<file path="config.mk">
export PLATFORM = sky130hd
export DESIGN_NAME = hmac_sha256_engine_top
export DESIGN_NICKNAME = d
export VERILOG_FILES = /design/src/design/hsha_pkg.sv /design/src/design/hsha_front.sv /design/src/design/hsha_round.sv /design/src/design/hsha_back.sv /design/src/design/hmac_sha256_engine_top.sv
export VERILOG_INCLUDE_DIRS = /design/src /design/src/design
export SDC_FILE = /design/constraint.sdc
export NUM_CORES = 2
export LEC_CHECK = 0
export ABC_AREA = 1
export BUFFER_PORTS_ARGS = -buffer_cell sky130_fd_sc_hd__buf_4
export CAP_MARGIN = 0
export CORE_MARGIN = 3
export CORE_UTILIZATION = 50
export CTS_CLUSTER_SIZE = 12
export DETAILED_ROUTE_END_ITERATION = 8
export PLACE_DENSITY = 0.67
export SYNTH_ARGS = -nofsm -noshare
export SYNTH_HDL_FRONTEND = slang
export SYNTH_SLANG_ARGS = --single-unit
</file>
<file path="constraint.sdc">
create_clock -name clk -period 26.4 [get_ports clk]
set_clock_uncertainty 0.2 [all_clocks]
set_input_delay 1.32 -clock clk [delete_from_list [all_inputs] [get_ports clk]]
set_output_delay 1.32 -clock clk [all_outputs]
set_load 0.05 [all_outputs]
</file>
<file path="src/design/assert_macros.svh">
// Assertion macros shared by the engine modules.
// Depends on a clock named clk and a reset named rst in the module that uses them.
`ifndef ASSERT_MACROS_SVH
`define ASSERT_MACROS_SVH
// Same-cycle implication, checked outside reset.
`define ASSERT_NOW(lbl, ante, cons) \
  lbl: assert property (@(posedge clk) disable iff (rst) (ante) |-> (cons)) \
    else $error("assertion failed");
// Next-cycle implication, checked outside reset.
`define ASSERT_NEXT(lbl, ante, cons) \
  lbl: assert property (@(posedge clk) disable iff (rst) (ante) |=> (cons)) \
    else $error("assertion failed");
`endif

</file>
<file path="src/design/hsha_pkg.sv">
// Shared types, states and SHA-256 constants for the HMAC-SHA256 engine.
// No dependencies.
package hsha_pkg;

  typedef struct packed {
    logic       last;
    logic       byte_valid;
    logic [7:0] msg_byte;
  } item_t;

  typedef enum logic [3:0] {
    ST_IDLE, ST_BYTE, ST_PMARK, ST_PZERO, ST_PLEN, ST_OKEY, ST_ODIG, ST_OUT, ST_COMP
  } state_t;

  localparam logic [7:0]  INNER_XOR = 8'h36;
  localparam logic [7:0]  OUTER_XOR = 8'h5c;
  localparam logic [7:0]  PAD_MARK  = 8'h80;
  localparam logic [5:0]  LEN_OFFSET = 6'd56;
  localparam logic [5:0]  LAST_SLOT = 6'd63;
  // Outer message is one pad block plus a 32-byte digest, counted in bits.
  localparam logic [63:0] OUTER_BITS = 64'd768;
  localparam int          QDEPTH = 4;

  localparam logic [31:0] INIT_H [8] = '{
    32'h6a09e667, 32'hbb67ae85, 32'h3c6ef372, 32'ha54ff53a,
    32'h510e527f, 32'h9b05688c, 32'h1f83d9ab, 32'h5be0cd19};

  localparam logic [31:0] ROUND_K [64] = '{
    32'h428a2f98, 32'h71374491, 32'hb5c0fbcf, 32'he9b5dba5, 32'h3956c25b, 32'h59f111f1,
    32'h923f82a4, 32'hab1c5ed5, 32'hd807aa98, 32'h12835b01, 32'h243185be, 32'h550c7dc3,
    32'h72be5d74, 32'h80deb1fe, 32'h9bdc06a7, 32'hc19bf174, 32'he49b69c1, 32'hefbe4786,
    32'h0fc19dc6, 32'h240ca1cc, 32'h2de92c6f, 32'h4a7484aa, 32'h5cb0a9dc, 32'h76f988da,
    32'h983e5152, 32'ha831c66d, 32'hb00327c8, 32'hbf597fc7, 32'hc6e00bf3, 32'hd5a79147,
    32'h06ca6351, 32'h14292967, 32'h27b70a85, 32'h2e1b2138, 32'h4d2c6dfc, 32'h53380d13,
    32'h650a7354, 32'h766a0abb, 32'h81c2c92e, 32'h92722c85, 32'ha2bfe8a1, 32'ha81a664b,
    32'hc24b8b70, 32'hc76c51a3, 32'hd192e819, 32'hd6990624, 32'hf40e3585, 32'h106aa070,
    32'h19a4c116, 32'h1e376c08, 32'h2748774c, 32'h34b0bcb5, 32'h391c0cb3, 32'h4ed8aa4a,
    32'h5b9cca4f, 32'h682e6ff3, 32'h748f82ee, 32'h78a5636f, 32'h84c87814, 32'h8cc70208,
    32'h90befffa, 32'ha4506ceb, 32'hbef9a3f7, 32'hc67178f2};

  function automatic logic [31:0] rotr(input logic [31:0] x, input int n);
    rotr = (x >> n) | (x << (32 - n));
  endfunction

endpackage

</file>
<file path="src/design/hsha_front.sv">
// Input side: accepts items, drops idle ones and queues the rest.
// Depends on hsha_pkg.
module hsha_front import hsha_pkg::*; (
  input  logic       clk,
  input  logic       rst,
  input  logic       s_tvalid,
  output logic       s_tready,
  input  logic [7:0] s_tdata,
  input  logic       s_tuser,
  input  logic       s_tlast,
  output logic       q_valid,
  input  logic       q_ready,
  output item_t      q_item
);

  item_t      queue [QDEPTH];
  logic [1:0] wr_ptr;
  logic [1:0] rd_ptr;
  logic [2:0] count;
  logic       push;
  logic       pop;

  assign s_tready = (count != 3'(QDEPTH));
  // An item with neither a byte nor an end mark changes nothing, so it is not queued.
  assign push = s_tvalid && s_tready && (s_tuser || s_tlast);
  assign q_valid = (count != 3'd0);
  assign pop = q_valid && q_ready;
  assign q_item = queue[rd_ptr];

  always_ff @(posedge clk) begin
    if (rst) begin
      wr_ptr <= '0;
      rd_ptr <= '0;
      count <= '0;
    end else begin
      if (push) wr_ptr <= wr_ptr + 2'd1;
      if (pop) rd_ptr <= rd_ptr + 2'd1;
      count <= count + {2'b0, push} - {2'b0, pop};
    end
  end

  always_ff @(posedge clk) begin
    if (push) begin
      queue[wr_ptr] <= '{last: s_tlast, byte_valid: s_tuser, msg_byte: s_tdata};
    end
  end

endmodule

</file>
<file path="src/design/hsha_round.sv">
// SHA-256 compression unit: one round per cycle over a rolling 16-word schedule.
// Depends on hsha_pkg.
module hsha_round import hsha_pkg::*; (
  input  logic         clk,
  input  logic         rst,
  input  logic         start,
  input  logic [511:0] block,
  input  logic [31:0]  chain_in [8],
  output logic         done,
  output logic [31:0]  work [8]
);

  logic [31:0] w [16];
  logic [5:0]  t;
  logic        busy;
  logic [31:0] t1;
  logic [31:0] t2;
  logic [31:0] w_new;

  always_comb begin
    t1 = work[7] + (rotr(work[4], 6) ^ rotr(work[4], 11) ^ rotr(work[4], 25))
       + ((work[4] & work[5]) ^ (~work[4] & work[6])) + ROUND_K[t] + w[0];
    t2 = (rotr(work[0], 2) ^ rotr(work[0], 13) ^ rotr(work[0], 22))
       + ((work[0] & work[1]) ^ (work[0] & work[2]) ^ (work[1] & work[2]));
    w_new = w[0] + (rotr(w[1], 7) ^ rotr(w[1], 18) ^ (w[1] >> 3)) + w[9]
          + (rotr(w[14], 17) ^ rotr(w[14], 19) ^ (w[14] >> 10));
  end

  always_ff @(posedge clk) begin
    if (rst) begin
      busy <= 1'b0;
      done <= 1'b0;
      t <= '0;
    end else begin
      done <= 1'b0;
      if (start) begin
        busy <= 1'b1;
        t <= '0;
      end else if (busy) begin
        t <= t + 6'd1;
        if (t == LAST_SLOT) begin
          busy <= 1'b0;
          done <= 1'b1;
        end
      end
    end
  end

  always_ff @(posedge clk) begin
    if (start) begin
      for (int i = 0; i < 8; i++) work[i] <= chain_in[i];
      for (int i = 0; i < 16; i++) w[i] <= block[511 - 32*i -: 32];
    end else if (busy) begin
      work[7] <= work[6];
      work[6] <= work[5];
      work[5] <= work[4];
      work[4] <= work[3] + t1;
      work[3] <= work[2];
      work[2] <= work[1];
      work[1] <= work[0];
      work[0] <= t1 + t2;
      for (int i = 0; i < 15; i++) w[i] <= w[i + 1];
      w[15] <= w_new;
    end
  end

endmodule

</file>
<file path="src/design/hsha_back.sv">
// HMAC sequencer: key pads, message bytes, padding, outer hash and the tag register.
// Depends on hsha_pkg, hsha_round and assert_macros.svh.
`include "assert_macros.svh"
module hsha_back import hsha_pkg::*; (
  input  logic         clk,
  input  logic         rst,
  input  logic         cfg_we,
  input  logic [2:0]   cfg_index,
  input  logic [63:0]  cfg_data,
  input  logic         q_valid,
  output logic         q_ready,
  input  item_t        q_item,
  output logic         m_tvalid,
  input  logic         m_tready,
  output logic [255:0] m_tdata
);

  logic [63:0]  key [8];
  logic [511:0] key_blk;
  state_t       state, state_next;
  state_t       ret;
  item_t        item;
  logic [511:0] blk;
  logic [5:0]   fill;
  logic [63:0]  bytes_total;
  logic [63:0]  len_sr;
  logic [31:0]  chain [8];
  logic [255:0] inner;
  logic         pad_absorbed;
  logic         rnd_start;
  logic         rnd_done;
  logic [31:0]  work [8];

  hsha_round u_round (
    .clk(clk), .rst(rst), .start(rnd_start), .block(blk),
    .chain_in(chain), .done(rnd_done), .work(work)
  );

  assign key_blk = {key[0], key[1], key[2], key[3], key[4], key[5], key[6], key[7]};
  assign q_ready = (state == ST_IDLE);

  always_ff @(posedge clk) begin
    if (rst) begin
      for (int i = 0; i < 8; i++) key[i] <= '0;
    end else if (cfg_we) begin
      key[cfg_index] <= cfg_data;
    end
  end

  always_ff @(posedge clk) begin
    if (rst) state <= ST_IDLE;
    else state <= state_next;
  end

  always_comb begin
    state_next = state;
    unique case (state)
      ST_IDLE:  if (q_valid) state_next = pad_absorbed ? ST_BYTE : ST_COMP;
      ST_BYTE:  begin
        if (item.byte_valid && fill == LAST_SLOT) state_next = ST_COMP;
        else state_next = item.last ? ST_PMARK : ST_IDLE;
      end
      ST_PMARK: state_next = (fill == LAST_SLOT) ? ST_COMP : ST_PZERO;
      ST_PZERO: begin
        if (fill == LEN_OFFSET) state_next = ST_PLEN;
        else if (fill == LAST_SLOT) state_next = ST_COMP;
      end
      ST_PLEN:  if (fill == LAST_SLOT) state_next = ST_COMP;
      ST_OKEY:  state_next = ST_COMP;
      ST_ODIG:  state_next = ST_COMP;
      ST_OUT:   if (!m_tvalid) state_next = ST_IDLE;
      ST_COMP:  if (rnd_done) state_next = ret;
      default:  state_next = ST_IDLE;
    endcase
  end

  always_ff @(posedge clk) begin
    if (rst) begin
      for (int i = 0; i < 8; i++) chain[i] <= INIT_H[i];
      fill <= '0;
      bytes_total <= '0;
      pad_absorbed <= 1'b0;
      rnd_start <= 1'b0;
      m_tvalid <= 1'b0;
      ret <= ST_IDLE;
    end else begin
      rnd_start <= (state_next == ST_COMP) && (state != ST_COMP);
      if (m_tvalid && m_tready) m_tvalid <= 1'b0;
      unique case (state)
        ST_IDLE: begin
          if (q_valid) begin
            item <= q_item;
            if (!pad_absorbed) begin
              for (int i = 0; i < 8; i++) chain[i] <= INIT_H[i];
              blk <= key_blk ^ {64{INNER_XOR}};
              bytes_total <= 64'd64;
              fill <= '0;
              pad_absorbed <= 1'b1;
              ret <= ST_BYTE;
            end
          end
        end
        ST_BYTE: begin
          if (item.byte_valid) begin
            blk <= {blk[503:0], item.msg_byte};
            bytes_total <= bytes_total + 64'd1;
            fill <= fill + 6'd1;
            ret <= item.last ? ST_PMARK : ST_IDLE;
          end
        end
        ST_PMARK: begin
          blk <= {blk[503:0], PAD_MARK};
          len_sr <= {bytes_total[60:0], 3'b000};
          fill <= fill + 6'd1;
          ret <= ST_PZERO;
        end
        ST_PZERO: begin
          if (fill != LEN_OFFSET) begin
            blk <= {blk[503:0], 8'h00};
            fill <= fill + 6'd1;
            ret <= ST_PZERO;
          end
        end
        ST_PLEN: begin
          blk <= {blk[503:0], len_sr[63:56]};
          len_sr <= {len_sr[55:0], 8'h00};
          fill <= fill + 6'd1;
          ret <= ST_OKEY;
        end
        ST_OKEY: begin
          inner <= {chain[0], chain[1], chain[2], chain[3],
                    chain[4], chain[5], chain[6], chain[7]};
          for (int i = 0; i < 8; i++) chain[i] <= INIT_H[i];
          blk <= key_blk ^ {64{OUTER_XOR}};
          ret <= ST_ODIG;
        end
        ST_ODIG: begin
          blk <= {inner, PAD_MARK, 184'b0, OUTER_BITS};
          ret <= ST_OUT;
        end
        ST_OUT: begin
          if (!m_tvalid) begin
            m_tdata <= {chain[6], chain[7], chain[4], chain[5],
                        chain[2], chain[3], chain[0], chain[1]};
            m_tvalid <= 1'b1;
            for (int i = 0; i < 8; i++) chain[i] <= INIT_H[i];
            pad_absorbed <= 1'b0;
            fill <= '0;
            bytes_total <= '0;
          end
        end
        ST_COMP: begin
          if (rnd_done) begin
            for (int i = 0; i < 8; i++) chain[i] <= chain[i] + work[i];
          end
        end
        default: ;
      endcase
    end
  end

  `ASSERT_NOW(a_done_in_comp, rnd_done, state == ST_COMP)
  `ASSERT_NEXT(a_tag_issued, state == ST_OUT && !m_tvalid, m_tvalid && !pad_absorbed)
  `ASSERT_NOW(a_len_slot, state == ST_PLEN, fill >= LEN_OFFSET)

endmodule

</file>
<file path="src/design/hmac_sha256_engine_top.sv">
// Top level of the HMAC-SHA256 engine.
// Depends on hsha_pkg, hsha_front and hsha_back.
//
// Usage: the 64-byte key is written through cfg_we/cfg_index/cfg_data while the
// engine is idle; register i holds key bytes 8i to 8i+7, the first in the top bits.
// Message bytes arrive on the s_ channel one item per handshake: tdata is the byte,
// tuser says the byte is real, tlast ends the message. An item with neither flag set
// is accepted and ignored. After the item with tlast the 256-bit tag appears on the
// m_ channel, tag byte 0 in bits 63:56 of the lowest 64-bit part.
// Each message byte is taken from the queue in the idle state and shifted into
// the block in the byte state, and a compression follows every 64 bytes. The
// compression unit runs one SHA-256 round a cycle. The first item of a message
// adds one compression for the inner key pad. The last item adds the padding and
// three or four compressions before the tag. A four-item queue lets the sender
// run ahead while the core is compressing. If the receiver stalls, the tag is
// held; the next message still proceeds until its own tag is ready. Reset clears
// the key to zero and restarts the hash state.
module hmac_sha256_engine_top import hsha_pkg::*; (
  input  logic         clk,
  input  logic         rst,
  input  logic         cfg_we,
  input  logic [2:0]   cfg_index,
  input  logic [63:0]  cfg_data,
  input  logic         s_tvalid,
  output logic         s_tready,
  input  logic [7:0]   s_tdata,   // msg_byte
  input  logic         s_tuser,   // byte_valid
  input  logic         s_tlast,
  output logic         m_tvalid,
  input  logic         m_tready,
  output logic [255:0] m_tdata    // tag_part_0, tag_part_1, tag_part_2, tag_part_3
);

  logic  q_valid;
  logic  q_ready;
  item_t q_item;

  hsha_front u_front (
    .clk(clk), .rst(rst), .s_tvalid(s_tvalid), .s_tready(s_tready),
    .s_tdata(s_tdata), .s_tuser(s_tuser), .s_tlast(s_tlast),
    .q_valid(q_valid), .q_ready(q_ready), .q_item(q_item)
  );

  hsha_back u_back (
    .clk(clk), .rst(rst), .cfg_we(cfg_we), .cfg_index(cfg_index), .cfg_data(cfg_data),
    .q_valid(q_valid), .q_ready(q_ready), .q_item(q_item),
    .m_tvalid(m_tvalid), .m_tready(m_tready), .m_tdata(m_tdata)
  );

endmodule

</file>
==> results_dict.tcl <==
set metrics [dict create \
    status "completed" \
    tns_ps 0 \
    synth_ff_type "edfxtp_1" \
    cts_tree "yes" \
    max_slew_margin_pct 7.221 \
    place.port_buffers 339 \
    start_util_pct 50.34 \
    period_minus_slack_ps 8932 \
    first_global_vias 104800 \
    grt_max_degree 156 \
    tightest_slew_ps 1392 \
    drtPass1Iterations 9 \
    totalWireLength_um 598900 \
    clk_latency_ps 950 \
    top_usage_layer "met2" \
    syn-num-nets 14980 \
    cts_num_sinks 2763 \
    synth.top_cell.area_share_pct 51.47 \
    use_met3_pct 11.85 \
    antenna_found_initial 68 \
    cts-hold-fix-buffers 0 \
    layout.nets 15200 \
    use_met2_pct 58.60 \
    crit_fanout 12 \
    die_w_um 536.8 \
    dp_hpwl_um 438600 \
    cp_slowest_cell "nor2_1" \
    first_iter_violations 17070 \
    syn_to_final_growth_pct 11.19 \
    critPathArrivalTime_ps 9370 \
    synth.ff_latch_count 2763 \
    ios 340 \
    rsz0062_at_grt "no" \
    synth_area_per_cell_um2 9.848 \
    hp-start "u_back.fill[5]" \
    clk_pin_slew_worst_paths_ps 60 \
    hold_path_depth 2 \
    post_cts_resized 0 \
    fillerInstances 24570 \
    fmax_mhz 112.0 \
    h-tree-depth 5 \
    worst_setup_path_start_kind "flip-flop" \
    required_ps 26840 \
    synth.distinct_cells 65 \
    r2r_end "u_back.u_round.work[246]" \
    postSynthCellCount 14310 \
    r2r_start "u_back.u_round.t[0]" \
    met1_usage_pct 55.49 \
    vias 114500 \
    gp_congestion 1.086 \
    cts_buffers 302 \
    synth_area_leaders "edfxtp_1 51%, nand2_1 9.5%, dfxtp_1 4.9%, ha_1 3.5%, o21ai_0 3.5%" \
    synth.top_cells.by_count "3570 x nand2_1, 2415 x edfxtp_1, 1309 x nor2_1" \
    synth_most_common_cell "nand2_1" \
    setup_violations 0 \
    criticalPathCategory "reg2reg" \
    reg2reg_slack_ps 17470 \
    syn_area_mm2 0.1409 \
    post_drt_via_cell_ratio 6.185 \
    avgRoutedWirePerCell_um 32.36 \
    die_area_mm2 0.2882 \
    layout-drive-gt1-share_pct 9.111 \
    cts_setup_buffers 0 \
    fin_crit_sh_pct 33.83 \
    synthArstFlopShare_pct 0 \
    drc 0 \
    drtAntennaViolNets 0 \
    cts_root_buf "clkbuf_16" \
    hold_viol 0 \
    slowest_delay_ps 770 \
    hp-class "reg2reg" \
    die_h_um 536.8 \
    grtUsageTotal_pct 40.55 \
    crit_start "u_back.u_round.t[0]" \
    hold_ws_ps 276.9 \
    core-area_mm2 0.2799 \
    yosys.area.top_type "edfxtp_1" \
    synth-edff-count 2415 \
    drv_cap 0 \
    cp_common_cell "inv_1" \
    cts_buffer_depth 4 \
    ys_seq_area_share_pct 56.42 \
    yosysWarnings 0 \
    rows 194 \
    reg2reg_depth 38 \
    grt_pass1_wl_um 819800 \
    drv_slew 0 \
    min_to "u_back.fill[5]" \
    gr-total-overflow 0 \
    end_kind "flip-flop" \
]
==> cell type report <==
cell class	count	area, um2	area share, %
flip-flops and latches	2763	79490	50.74
repair buffers	494	3816	2.436
clock inverters	93	872.1	0.5567
well taps	3724	4659	2.974
clock buffers	431	8412	5.370
multi-input cells	9691	54490	34.79
diodes	41	102.6	0.06550
inverters	1269	4802	3.066
==> per-layer routing <==
layer	part of all wire (%)	routed length [um]
met1	39	232300
met2	42	252900
met3	13	75890
met4	6.2	37180
met5	0.099	595
==> layout by cell type (no fill, tap or decap), types with 23 or more instances in the layout <==
cell type	synthesis	routed
a31oi_1	55	55
clkinv_1	3	34
diode_2	0	41
edfxtp_1	2415	2415
xor2_1	225	225
o21ai_0	989	987
fa_1	196	196
xnor2_1	145	145
o2111ai_1	74	74
o211ai_1	156	156
a22oi_1	64	64
a21oi_1	812	811
dfxtp_1	348	346
o21bai_1	59	59
buf_4	2	485
nand4_1	132	132
nand3b_1	36	36
a221oi_1	65	65
a221o_1	63	63
o21a_1	43	43
clkbuf_1	442	101
a21boi_0	23	23
nor3_1	119	119
nor2_1	1309	1305
inv_1	1247	1245
mux2_2	306	306
or2_2	57	57
ha_1	399	399
nand3_1	569	569
nand2_1	3570	3548
clkbuf_16	0	310
o22ai_1	47	47
a21o_1	45	45
==> state kept, by name, summed over array words and instances (netlist names), 2 cells and up <==
| register | flops |
|---|---|
| u_back.state | 4 |
| u_back.blk | 512 |
| u_back.key | 512 |
| u_front.rd_ptr | 2 |
| u_back.bytes_total | 61 |
| u_back.chain | 256 |
| u_back.u_round.work | 256 |
| u_back.u_round.t | 6 |
| u_back.fill | 6 |
| u_back.inner | 256 |
| u_front.count | 3 |
| u_front.queue | 40 |
| u_back.len_sr | 61 |
| u_front.wr_ptr | 2 |
| u_back.ret | 3 |
| u_back.item | 10 |
| u_back.u_round.w | 512 |
| u_back.m_tdata | 256 |
==> worst max-delay path, delay by kind of cell (launching register included) <==
kind / cells / cell delay [ps]
DFF: 1 / 510
and+or+nand+nor: 16 / 2800
adders and majority gates: 6 / 2540
buffers and inverters: 9 / 970
AOI/OAI and AO/OA: 6 / 1370
xor gates and xnor gates: 1 / 280
==> kinds of logic (layout without fill, tap and decap cells) <==
kind of cell,after synthesis,after routing,share of synthesized area [%]
and+or+nand+nor,5848,5848,16.78
other,0,41,0
AOI/OAI and AO/OA,2572,2572,10.71
xor gates and xnor gates,370,370,2.300
muxes,306,306,2.446
buffers and inverters,1852,2287,5.014
DFF,2763,2763,56.42
adders and majority gates,595,595,6.328
==> worst max-delay path by stage <==
stage | end | slack [ps] | cells past startpoint
floorplan | u_back.blk[0] | 1700 | 4
global placement | u_back.u_round.work[254] | 17840 | 38
detailed placement | u_back.u_round.work[254] | 17740 | 38
CTS | u_back.u_round.work[246] | 17690 | 38
global route | u_back.u_round.work[250] | 17080 | 40
finish | u_back.u_round.work[246] | 17470 | 38
==> through the flow <==
step	cells	util, %	worst slack, ps	area, um2
2_1_floorplan	14310	-	1700	140900
3_3_place_gp	17940	52.62	17840	147300
3_5_place_dp	17940	52.62	17740	147300
4_1_cts	18470	55.94	17690	156500
5_1_grt	18470	55.94	17080	156600
6_report	18510	55.97	17470	156700
Power is not shown: default switching activity piles up to over one toggle a cycle in this logic, so the estimate is an artifact.
